--- src/rtl/psq_pkg.sv ---
// package: transaction types, type codes and shared helpers for the paired-single converter
`default_nettype none
package psq_pkg;

	localparam logic [2:0] TYPE_U8  = 3'd4;
	localparam logic [2:0] TYPE_U16 = 3'd5;
	localparam logic [2:0] TYPE_S8  = 3'd6;
	localparam logic [2:0] TYPE_S16 = 3'd7;

	localparam logic [63:0] DBL_ONE_BITS = 64'h3FF0_0000_0000_0000;

	localparam logic [1:0] WCNT_NONE = 2'd0;
	localparam logic [1:0] WCNT_ONE  = 2'd1;
	localparam logic [1:0] WCNT_TWO  = 2'd2;

	typedef struct packed {
		logic        action;
		logic [31:0] quant_control;
		logic        single_only;
		logic [31:0] address;
		logic [31:0] load_elem0;
		logic [31:0] load_elem1;
		logic [63:0] store_value0;
		logic [63:0] store_value1;
	} psq_in_t;

	typedef struct packed {
		logic [63:0] ps0_bits;
		logic [63:0] ps1_bits;
		logic [2:0]  elem_size;
		logic [31:0] write_addr0;
		logic [31:0] write_addr1;
		logic [31:0] write_data0;
		logic [31:0] write_data1;
		logic [1:0]  write_count;
	} psq_out_t;

	// per-stage load enables shared by the element converters
	typedef struct packed {
		logic s1;
		logic s2;
		logic s3;
	} stage_en_t;

	typedef struct packed {
		logic        store;
		logic        single;
		logic [2:0]  size;
		logic [31:0] addr0;
		logic [31:0] addr1;
	} psq_ctl_t;

	function automatic logic [2:0] type_size(input logic [2:0] t);
		logic [2:0] r;
		case (t)
			TYPE_U8, TYPE_S8:   r = 3'd1;
			TYPE_U16, TYPE_S16: r = 3'd2;
			default:            r = 3'd4;
		endcase
		return r;
	endfunction

endpackage
`default_nettype wire

--- src/rtl/paired_single_quantized_load_store_top.sv ---
// top level: paired-single quantized load/store converter, three-stage pipeline
//
//  channel   signals                          direction  carries
//  in        in_valid / in_ready / in_item    input      one load or store transaction
//  out       out_valid / out_ready / out_item output     converted elements and addresses
//
// a result passes through the stage registers s1, s2 and s3 after the edge that accepts
// its transaction, and leaves once it is valid in s3 and out_ready is high
// one transaction per cycle is sustained while out_ready stays high; the two element
// converters, each with three register stages, run side by side
// each stage advances when it is empty or the stage after it advances, so bubbles
// close up and a stalled output still lets new transactions fill the stages behind it
// arst_n clears only the stage valid bits; payload registers are not reset
`default_nettype none
module paired_single_quantized_load_store_top
	import psq_pkg::*;
(
	input  wire logic     clk,
	input  wire logic     arst_n,
	input  wire logic     in_valid,
	output logic          in_ready,
	input  wire psq_in_t  in_item,
	output logic          out_valid,
	input  wire logic     out_ready,
	output psq_out_t      out_item
);

	stage_en_t en;
	logic      v_s1, v_s2, v_s3;
	psq_ctl_t  ctl_d, ctl_s1, ctl_s2, ctl_s3;
	logic [2:0]  typ;
	logic [5:0]  scale;
	logic [63:0] dbl0, dbl1;
	logic [31:0] wd0, wd1;

	// stall chain: a stage loads when it is empty or its successor moves on
	always_comb begin
		en.s3 = !v_s3 || out_ready;
		en.s2 = !v_s2 || en.s3;
		en.s1 = !v_s1 || en.s2;
	end

	assign in_ready  = en.s1;
	assign out_valid = v_s3;

	always_ff @(posedge clk or negedge arst_n) begin
		if (!arst_n) begin
			v_s1 <= 1'b0;
			v_s2 <= 1'b0;
			v_s3 <= 1'b0;
		end else begin
			if (en.s1)
				v_s1 <= in_valid;
			if (en.s2)
				v_s2 <= v_s1;
			if (en.s3)
				v_s3 <= v_s2;
		end
	end

	// type and scale come from the store half or the load half of the control word
	always_comb begin
		typ   = in_item.action ? in_item.quant_control[2:0]  : in_item.quant_control[18:16];
		scale = in_item.action ? in_item.quant_control[13:8] : in_item.quant_control[29:24];
		ctl_d.store  = in_item.action;
		ctl_d.single = in_item.single_only;
		ctl_d.size   = type_size(typ);
		ctl_d.addr0  = in_item.address;
		ctl_d.addr1  = in_item.address + {29'd0, ctl_d.size};
	end

	// transaction control rides alongside the converters
	always_ff @(posedge clk) begin
		if (en.s1)
			ctl_s1 <= ctl_d;
		if (en.s2)
			ctl_s2 <= ctl_s1;
		if (en.s3)
			ctl_s3 <= ctl_s2;
	end

	psq_elem_cvt u_elem0 (
		.clk   (clk),
		.en    (en),
		.store (in_item.action),
		.typ   (typ),
		.scale (scale),
		.raw   (in_item.load_elem0),
		.val   (in_item.store_value0),
		.dbl   (dbl0),
		.wdat  (wd0)
	);

	psq_elem_cvt u_elem1 (
		.clk   (clk),
		.en    (en),
		.store (in_item.action),
		.typ   (typ),
		.scale (scale),
		.raw   (in_item.load_elem1),
		.val   (in_item.store_value1),
		.dbl   (dbl1),
		.wdat  (wd1)
	);

	// result fields: loads fill the register values, stores the write side
	always_comb begin
		out_item = '0;
		out_item.elem_size = ctl_s3.size;
		if (!ctl_s3.store) begin
			out_item.ps0_bits = dbl0;
			out_item.ps1_bits = ctl_s3.single ? DBL_ONE_BITS : dbl1;
			out_item.write_count = WCNT_NONE;
		end else begin
			out_item.write_addr0 = ctl_s3.addr0;
			out_item.write_data0 = wd0;
			if (ctl_s3.single) begin
				out_item.write_count = WCNT_ONE;
			end else begin
				out_item.write_addr1 = ctl_s3.addr1;
				out_item.write_data1 = wd1;
				out_item.write_count = WCNT_TWO;
			end
		end
	end

	// a stalled result keeps its control fields
	a_stall_hold: assert property (@(posedge clk) disable iff (!arst_n)
		v_s3 && !out_ready |=> v_s3 && $stable(ctl_s3))
		else $error("output stage changed while stalled");

	// with every stage full and the output stalled nothing more is taken
	a_full_block: assert property (@(posedge clk) disable iff (!arst_n)
		v_s1 && v_s2 && v_s3 && !out_ready |-> !in_ready)
		else $error("input accepted into a full pipeline");

	// an accepted transaction always lands in the first stage
	a_enter: assert property (@(posedge clk) disable iff (!arst_n)
		in_valid && in_ready |=> v_s1)
		else $error("accepted transaction lost at entry");

	// a transaction in the middle stage moves on whenever the output drains
	a_advance: assert property (@(posedge clk) disable iff (!arst_n)
		v_s2 && out_ready |=> v_s3)
		else $error("middle stage did not advance");

endmodule
`default_nettype wire

--- src/rtl/psq_elem_cvt.sv ---
// one element converter: decode, normalize/shift, round and pack over three stages
`default_nettype none
module psq_elem_cvt
	import psq_pkg::*;
(
	input  wire logic        clk,
	input  wire stage_en_t   en,
	input  wire logic        store,
	input  wire logic [2:0]  typ,
	input  wire logic [5:0]  scale,
	input  wire logic [31:0] raw,
	input  wire logic [63:0] val,
	output logic [63:0]      dbl,
	output logic [31:0]      wdat
);

	// stage 1 decode
	logic               is_int;
	logic               wide;
	logic               neg;
	logic [15:0]        v16;
	logic [15:0]        sx;
	logic [15:0]        mag;
	logic signed [13:0] sc14;
	logic [10:0]        de;
	logic [7:0]         fe8;
	logic signed [13:0] ex_d;
	logic [52:0]        man_d;
	logic               sgn_d, nan_d, inf_d, ez_d;

	logic               st_s1, int_s1, sgn_s1, nan_s1, inf_s1, ez_s1;
	logic [2:0]         typ_s1;
	logic signed [13:0] ex_s1;
	logic [52:0]        man_s1;

	always_comb begin
		is_int = typ[2];
		wide   = typ[0];
		sc14   = {{8{scale[5]}}, scale};
		v16    = wide ? raw[15:0] : {8'd0, raw[7:0]};
		sx     = wide ? raw[15:0] : {{8{raw[7]}}, raw[7:0]};
		neg    = typ[1] & (wide ? raw[15] : raw[7]);
		mag    = neg ? (16'd0 - sx) : v16;
		de     = val[62:52];
		fe8    = raw[30:23];
		sgn_d  = 1'b0;
		nan_d  = 1'b0;
		inf_d  = 1'b0;
		ez_d   = 1'b0;
		ex_d   = '0;
		man_d  = '0;
		if (store) begin
			sgn_d = val[63];
			nan_d = (de == 11'h7FF) && (val[51:0] != '0);
			inf_d = (de == 11'h7FF) && (val[51:0] == '0);
			ez_d  = (de == 11'd0);
			man_d = {1'b1, val[51:0]};
			if (is_int)
				ex_d = $signed({3'd0, de}) - 14'sd1023 + sc14;
			else
				ex_d = $signed({3'd0, de}) - 14'sd896;
		end else if (is_int) begin
			sgn_d = neg;
			ex_d  = 14'sd1023 - sc14;
			man_d = {37'd0, mag};
		end else begin
			sgn_d = raw[31];
			nan_d = (fe8 == 8'hFF) && (raw[22:0] != '0);
			inf_d = (fe8 == 8'hFF) && (raw[22:0] == '0);
			ez_d  = (fe8 == 8'd0);
			ex_d  = $signed({6'd0, fe8});
			man_d = {30'd0, raw[22:0]};
		end
	end

	always_ff @(posedge clk) begin
		if (en.s1) begin
			st_s1  <= store;
			int_s1 <= is_int;
			typ_s1 <= typ;
			sgn_s1 <= sgn_d;
			nan_s1 <= nan_d;
			inf_s1 <= inf_d;
			ez_s1  <= ez_d;
			ex_s1  <= ex_d;
			man_s1 <= man_d;
		end
	end

	// stage 2: leading-one search for loads, alignment shift for stores
	logic [4:0]  p;
	logic [22:0] lfrac;
	logic [5:0]  sa;
	logic [15:0] ival;
	logic        isat, izero;
	logic        big, tiny;
	logic signed [13:0] shw;
	logic [5:0]  sh, shm1;
	logic [53:0] g, mask;
	logic [23:0] keep;
	logic        rnd;
	logic [22:0] pl;

	logic               st_s2, int_s2, sgn_s2, nan_s2, inf_s2, ez_s2;
	logic               isat_s2, izero_s2, big_s2, tiny_s2, rnd_s2, lzero_s2;
	logic [2:0]         typ_s2;
	logic signed [13:0] ex_s2;
	logic [4:0]         p_s2;
	logic [22:0]        lfrac_s2, pl_s2;
	logic [15:0]        ival_s2;
	logic [23:0]        keep_s2;

	always_comb begin
		p = '0;
		for (int i = 0; i < 23; i++) begin
			if (man_s1[i])
				p = 5'(i);
		end
		lfrac = 23'(man_s1[22:0] << (5'd23 - p));
		pl    = st_s1 ? man_s1[51:29] : man_s1[22:0];

		// integer store: whole part of the scaled magnitude
		isat  = (ex_s1 > 14'sd15) || inf_s1;
		izero = ez_s1 || (ex_s1 < 14'sd0);
		sa    = 6'd52 - 6'(ex_s1);
		ival  = 16'(man_s1 >> sa);

		// float store: narrow with round to nearest even
		big  = ex_s1 >= 14'sd255;
		tiny = ex_s1 < -14'sd24;
		shw  = (ex_s1 >= 14'sd1) ? 14'sd29 : (14'sd30 - ex_s1);
		sh   = 6'(shw);
		shm1 = sh - 6'd1;
		g    = {1'b0, man_s1} >> shm1;
		mask = (54'd1 << shm1) - 54'd1;
		keep = g[24:1];
		rnd  = g[0] & ((|({1'b0, man_s1} & mask)) | g[1]);
	end

	always_ff @(posedge clk) begin
		if (en.s2) begin
			st_s2    <= st_s1;
			int_s2   <= int_s1;
			typ_s2   <= typ_s1;
			sgn_s2   <= sgn_s1;
			nan_s2   <= nan_s1;
			inf_s2   <= inf_s1;
			ez_s2    <= ez_s1;
			ex_s2    <= ex_s1;
			p_s2     <= p;
			lfrac_s2 <= lfrac;
			lzero_s2 <= (man_s1[22:0] == '0);
			pl_s2    <= pl;
			ival_s2  <= ival;
			isat_s2  <= isat;
			izero_s2 <= izero;
			big_s2   <= big;
			tiny_s2  <= tiny;
			keep_s2  <= keep;
			rnd_s2   <= rnd;
		end
	end

	// stage 3: exponent, clamp, round increment and packing
	logic [63:0]        dbl_d;
	logic [31:0]        wd_d;
	logic [13:0]        lexp;
	logic [15:0]        imag, ilim, iclip;
	logic [24:0]        keep2;
	logic signed [13:0] fe2;

	always_comb begin
		dbl_d = '0;
		wd_d  = '0;
		lexp  = '0;
		imag  = '0;
		ilim  = '0;
		iclip = '0;
		keep2 = {1'b0, keep_s2} + 25'(rnd_s2);
		fe2   = ex_s2;
		if (!st_s2) begin
			if (int_s2) begin
				lexp = 14'(ex_s2) + 14'(p_s2);
				if (!lzero_s2)
					dbl_d = {sgn_s2, lexp[10:0], lfrac_s2, 29'd0};
			end else if (nan_s2) begin
				dbl_d = {sgn_s2, 11'h7FF, 1'b1, pl_s2[21:0], 29'd0};
			end else if (inf_s2) begin
				dbl_d = {sgn_s2, 11'h7FF, 52'd0};
			end else if (ez_s2) begin
				lexp = 14'd874 + 14'(p_s2);
				if (lzero_s2)
					dbl_d = {sgn_s2, 63'd0};
				else
					dbl_d = {sgn_s2, lexp[10:0], lfrac_s2, 29'd0};
			end else begin
				lexp  = 14'(ex_s2) + 14'd896;
				dbl_d = {sgn_s2, lexp[10:0], pl_s2, 29'd0};
			end
		end else if (int_s2) begin
			imag = isat_s2 ? 16'hFFFF : (izero_s2 ? 16'd0 : ival_s2);
			case (typ_s2)
				TYPE_U8:  ilim = 16'd255;
				TYPE_U16: ilim = 16'd65535;
				TYPE_S8:  ilim = sgn_s2 ? 16'd128 : 16'd127;
				default:  ilim = sgn_s2 ? 16'd32768 : 16'd32767;
			endcase
			iclip = (imag > ilim) ? ilim : imag;
			if (nan_s2 || (sgn_s2 && !typ_s2[1]))
				wd_d = '0;
			else if (sgn_s2)
				wd_d = typ_s2[0] ? {16'd0, 16'd0 - iclip} : {24'd0, 8'd0 - iclip[7:0]};
			else
				wd_d = {16'd0, iclip};
		end else begin
			if (nan_s2)
				wd_d = {sgn_s2, 31'h7FC0_0000 | {8'd0, pl_s2}};
			else if (inf_s2)
				wd_d = {sgn_s2, 31'h7F80_0000};
			else if (ez_s2 || tiny_s2)
				wd_d = {sgn_s2, 31'd0};
			else if (big_s2)
				wd_d = {sgn_s2, 31'h7F80_0000};
			else if (ex_s2 < 14'sd1)
				wd_d = {sgn_s2, 6'd0, keep2};
			else begin
				if (keep2[24])
					fe2 = ex_s2 + 14'sd1;
				if (fe2 >= 14'sd255)
					wd_d = {sgn_s2, 31'h7F80_0000};
				else
					wd_d = {sgn_s2, fe2[7:0], keep2[24] ? 23'd0 : keep2[22:0]};
			end
		end
	end

	always_ff @(posedge clk) begin
		if (en.s3) begin
			dbl  <= dbl_d;
			wdat <= wd_d;
		end
	end

endmodule
`default_nettype wire

--- config.mk ---
export PLATFORM = sky130hd
export DESIGN_NAME = paired_single_quantized_load_store_top
export DESIGN_NICKNAME = d
export VERILOG_FILES = /design/src/rtl/psq_pkg.sv /design/src/rtl/paired_single_quantized_load_store_top.sv /design/src/rtl/psq_elem_cvt.sv
export SDC_FILE = /design/constraint.sdc
export NUM_CORES = 2
export LEC_CHECK = 0
export BUFFER_PORTS_ARGS = -buffer_cell sky130_fd_sc_hd__buf_2
export CORE_MARGIN = 3
export CORE_UTILIZATION = 55
export DETAILED_ROUTE_END_ITERATION = 8
export PLACE_DENSITY = 0.84
export SYNTH_ARGS = -nofsm -noshare
export SYNTH_HDL_FRONTEND = slang
export SYNTH_SLANG_ARGS = --single-unit
--- constraint.sdc ---
create_clock -name clk -period 9.3 [get_ports clk]
set_input_delay 0 -clock clk [delete_from_list [all_inputs] [get_ports clk]]
set_output_delay 0 -clock clk [all_outputs]
set_load 0.1 [all_outputs]
==> metrics.cfg <==
[status]
outcome = finished clean

[global_route]
use_met3_pct = 10.02
grt_max_degree = 151
grt.met1_usage_pct = 51.01
grt_pass1_vias = 48320
use_met2_pct = 55.66
grt_use_total_pct = 37.55
antenna_found_initial = 19
grt_pass1_wl_um = 296000
grt_busiest_layer = met2
overflow = 0

[routing]
vias = 51090
drtPass1Iterations = 7
routed_via_density = 6.586
drc_errors = 0
drtAntennaViolNets = 0
wl_per_cell_um = 25.58
drtIter0Drc = 7756
wl_um = 198500

[hold_path]
min-delay-path-class = in -> reg

[placement]
place_area_um2 = 57000
port_buffers = 452
place_inst = 7353
hpwl_um = 142600
place.gp.congestion = 1.077

[layout]
area_growth_pct = 15.12
post-route-util_pct = 64.13
final_area_um2 = 62200
mostFrequentLayoutCell = edfxtp_1
nets = 6782
mostFrequentLayoutCells = 714 x edfxtp_1, 616 x nand2_1, 520 x nor2_1
drive_gt1_share_pct = 13.87
fin_cells = 7758

[timing]
fin_tns_setup_ns = 0
skew_ns = 0.04585
slew_headroom_pct = 10.91
slew_viol_final = 0
fin_crit_ns = 7.330
rsz0062_at_grt = no
finalSetupViolations = 0
worst_pin_slew_ns = 1.326
timing.fmax_ghz = 0.1364
final_hold_viol_count = 0
period_share_pct = 78.82

[yosys]
synthFlopType = edfxtp_1
ys_ff_latch = 717
yosys_warnings = 0
ys_types = 107
yosysSeqAreaShare_pct = 39.82
synthArstFlopShare_pct = 0.4184
synth.area.top_cells = edfxtp_1 40%, mux2i_1 8.1%, a21oi_1 4.4%
synth.largest_area_cell = edfxtp_1
syn_inst = 5950
synth_area_um2 = 54030
yosysTopAreaCellShare_pct = 39.68
avgSynthCellArea_um2 = 9.081
synth_edf_count = 714

[setup_path]
crit_fanout = 25
worstPathArrival_ns = 7.74
cp-start-kind = flip-flop
slowest_delay_ns = 0.52
crit_chain = inv_1 -> ha_1 -> nor4b_2 -> a31o_2 -> nand2_2 -> clkinv_1 -> buf_4 -> ha_1 -> inv_1 -> nor4_4 -> o2bb2ai_1 -> nor4_4 -> nand2_1 -> nor2_1 -> inv_1 -> ha_1 -> inv_1 -> a31oi_2 -> a21boi_2 -> nand4_1 -> o21bai_1 -> o311ai_0 -> nand4_1 -> o41a_1
endpoint_kind = flip-flop
cp.required_ns = 9.71
cpMostUsedCell = inv_1
crit_path_top_delay_cell = a31oi_2
critPathKind = reg -> reg

[clocking]
cts_max_path_buffers = 3
cts.clk_slew.worst_paths_ns = 0.06
cts-resized-gates = 0
cts_tree = built
cts.sinks = 717
cts_root_buffer = clkbuf_16
clk_latency_ns = 0.69
cts_buffers = 78
postCtsSetupBuffers = 0
cts_max_level = 3
hold_buffers = 245

[floorplanning]
die_area_um2 = 102000
ioPinCount = 525
rows = 114
core_region_area_um2 = 96990
die_h_um = 319.4
floorplan.initialDensity_pct = 55.71
die_w_um = 319.4

[pwr]
p_leak_nw = 24.69
vdd_drop_max_uv = 147.0
p_per_area_nw_per_um2 = 231.9
power_mw = 14.42

[flow_run]
max_cap_violations = 0

## power breakdown
group / internal [mW] / switching (mW) / total, mW
combinational: 2.03 / 4.19 / 6.22
sequential: 4.33 / 0.573 / 4.90
clock: 1.95 / 1.36 / 3.30
## worst max-delay path, delay by kind of cell, from the launching register on
| kind | cells | cell delay (ns) |
|---|---|---|
| flops | 1 | 0.41 |
| compound gates | 7 | 2.74 |
| buf+inv | 6 | 1.01 |
| simple gates | 8 | 1.88 |
| fa+ha+maj | 3 | 1.02 |
## synthesized netlist by cell type, types with 12 or more instances
cell type	count
a211oi_1	79
a21boi_0	14
a21o_1	46
a21oi_1	471
a221o_1	17
a221oi_1	12
a22o_1	21
a22oi_1	34
a311oi_1	13
a31oi_1	71
and2_1	244
and3_1	51
and4_1	16
buf_1	51
buf_2	31
buf_4	65
clkbuf_1	351
edfxtp_1	714
ha_1	113
inv_1	139
mux2_2	91
mux2i_1	436
mux4_2	36
nand2_1	617
nand2b_1	35
nand3_1	136
nand4_1	61
nor2_1	522
nor2b_1	91
nor3_1	166
nor4_1	61
o2111ai_1	13
o211ai_1	44
o21a_1	73
o21ai_0	388
o21bai_1	17
o22ai_1	79
o31ai_1	23
or2_2	18
or3_1	20
or4_1	13
xnor2_1	145
xor2_1	108
## cell families (layout without fill, tap and decap cells)
family | count (synthesis) | in the layout | share of synthesized area [%]
buffers and inverters | 648 | 1108 | 5.071
AO/OA/AOI/OAI | 1554 | 1554 | 17.91
other | 1 | 73 | 0.006941
AND/OR/NAND/NOR | 2094 | 2094 | 18.74
flip-flops | 717 | 717 | 39.82
multiplexers | 564 | 564 | 11.52
XOR/XNOR | 254 | 254 | 4.131
adder cells (fa/ha/maj) | 118 | 118 | 2.802
## per-layer routing
layer  share of wire [%]  up-vias  wire length [um]
li1                    -    22730                 -
met1                  38    23930             76180
met2                  42     3692             83580
met3                  14      749             26970
met4                 5.9        0             11740
met5                   0        -                 0
## layout make-up
cell class | instances | area (um^2)
antenna | 15 | 37.54
clock inverter | 52 | 640.6
multi-input combinational | 4642 | 30150
inverter | 145 | 544.3
clock buffer | 93 | 2072
tap | 1276 | 1597
sequential | 717 | 21520
fill | 7833 | 34790
timing repair buffer | 818 | 5638
## metrics by stage
stage          setup slack [ns]  hold WS, ns
6_report                  1.970      0.05738
2_1_floorplan            -1.007      -0.2956
4_1_cts                   2.138     0.008694
5_1_grt                   1.587      0.06000
3_3_place_gp              2.271      -0.2014
3_5_place_dp              2.153      -0.2022
## path summary, 6_finish.rpt
| kind | start | to | slack (ns) | depth (start not counted) |
|---|---|---|---|---|
| setup / recovery | u_elem1.ex_s1[0] | u_elem1.rnd_s2 | 1.97 | 24 |
| hold / removal | in_item[227] | u_elem0.ex_s1[12] | 0.06 | 2 |
| min in group asynchronous | arst_n | v_s2 | 0.22 | 3 |
| setup reg to reg | u_elem1.ex_s1[0] | u_elem1.rnd_s2 | 1.97 | 24 |
| hold reg to reg | u_elem0.typ_s1[0] | u_elem0.typ_s2[0] | 0.41 | 0 |
| max in group asynchronous | arst_n | out_valid | 8.92 | 3 |
## sequential cells by signal, indices dropped and copies added, names as in the netlist, 16 cells and up
name and flops:
ctl_s1 68, ctl_s2 68, ctl_s3 66, u_elem0.man_s1 53
u_elem1.man_s1 52, u_elem0.dbl 35, u_elem1.dbl 35, u_elem0.wdat 32
u_elem1.wdat 32, u_elem0.keep_s2 24, u_elem1.keep_s2 24, u_elem0.lfrac_s2 23
u_elem0.pl_s2 23, u_elem1.lfrac_s2 23, u_elem1.pl_s2 23, u_elem0.ival_s2 16
u_elem1.ival_s2 16
Note: power is estimated with default switching activity, not from simulation.
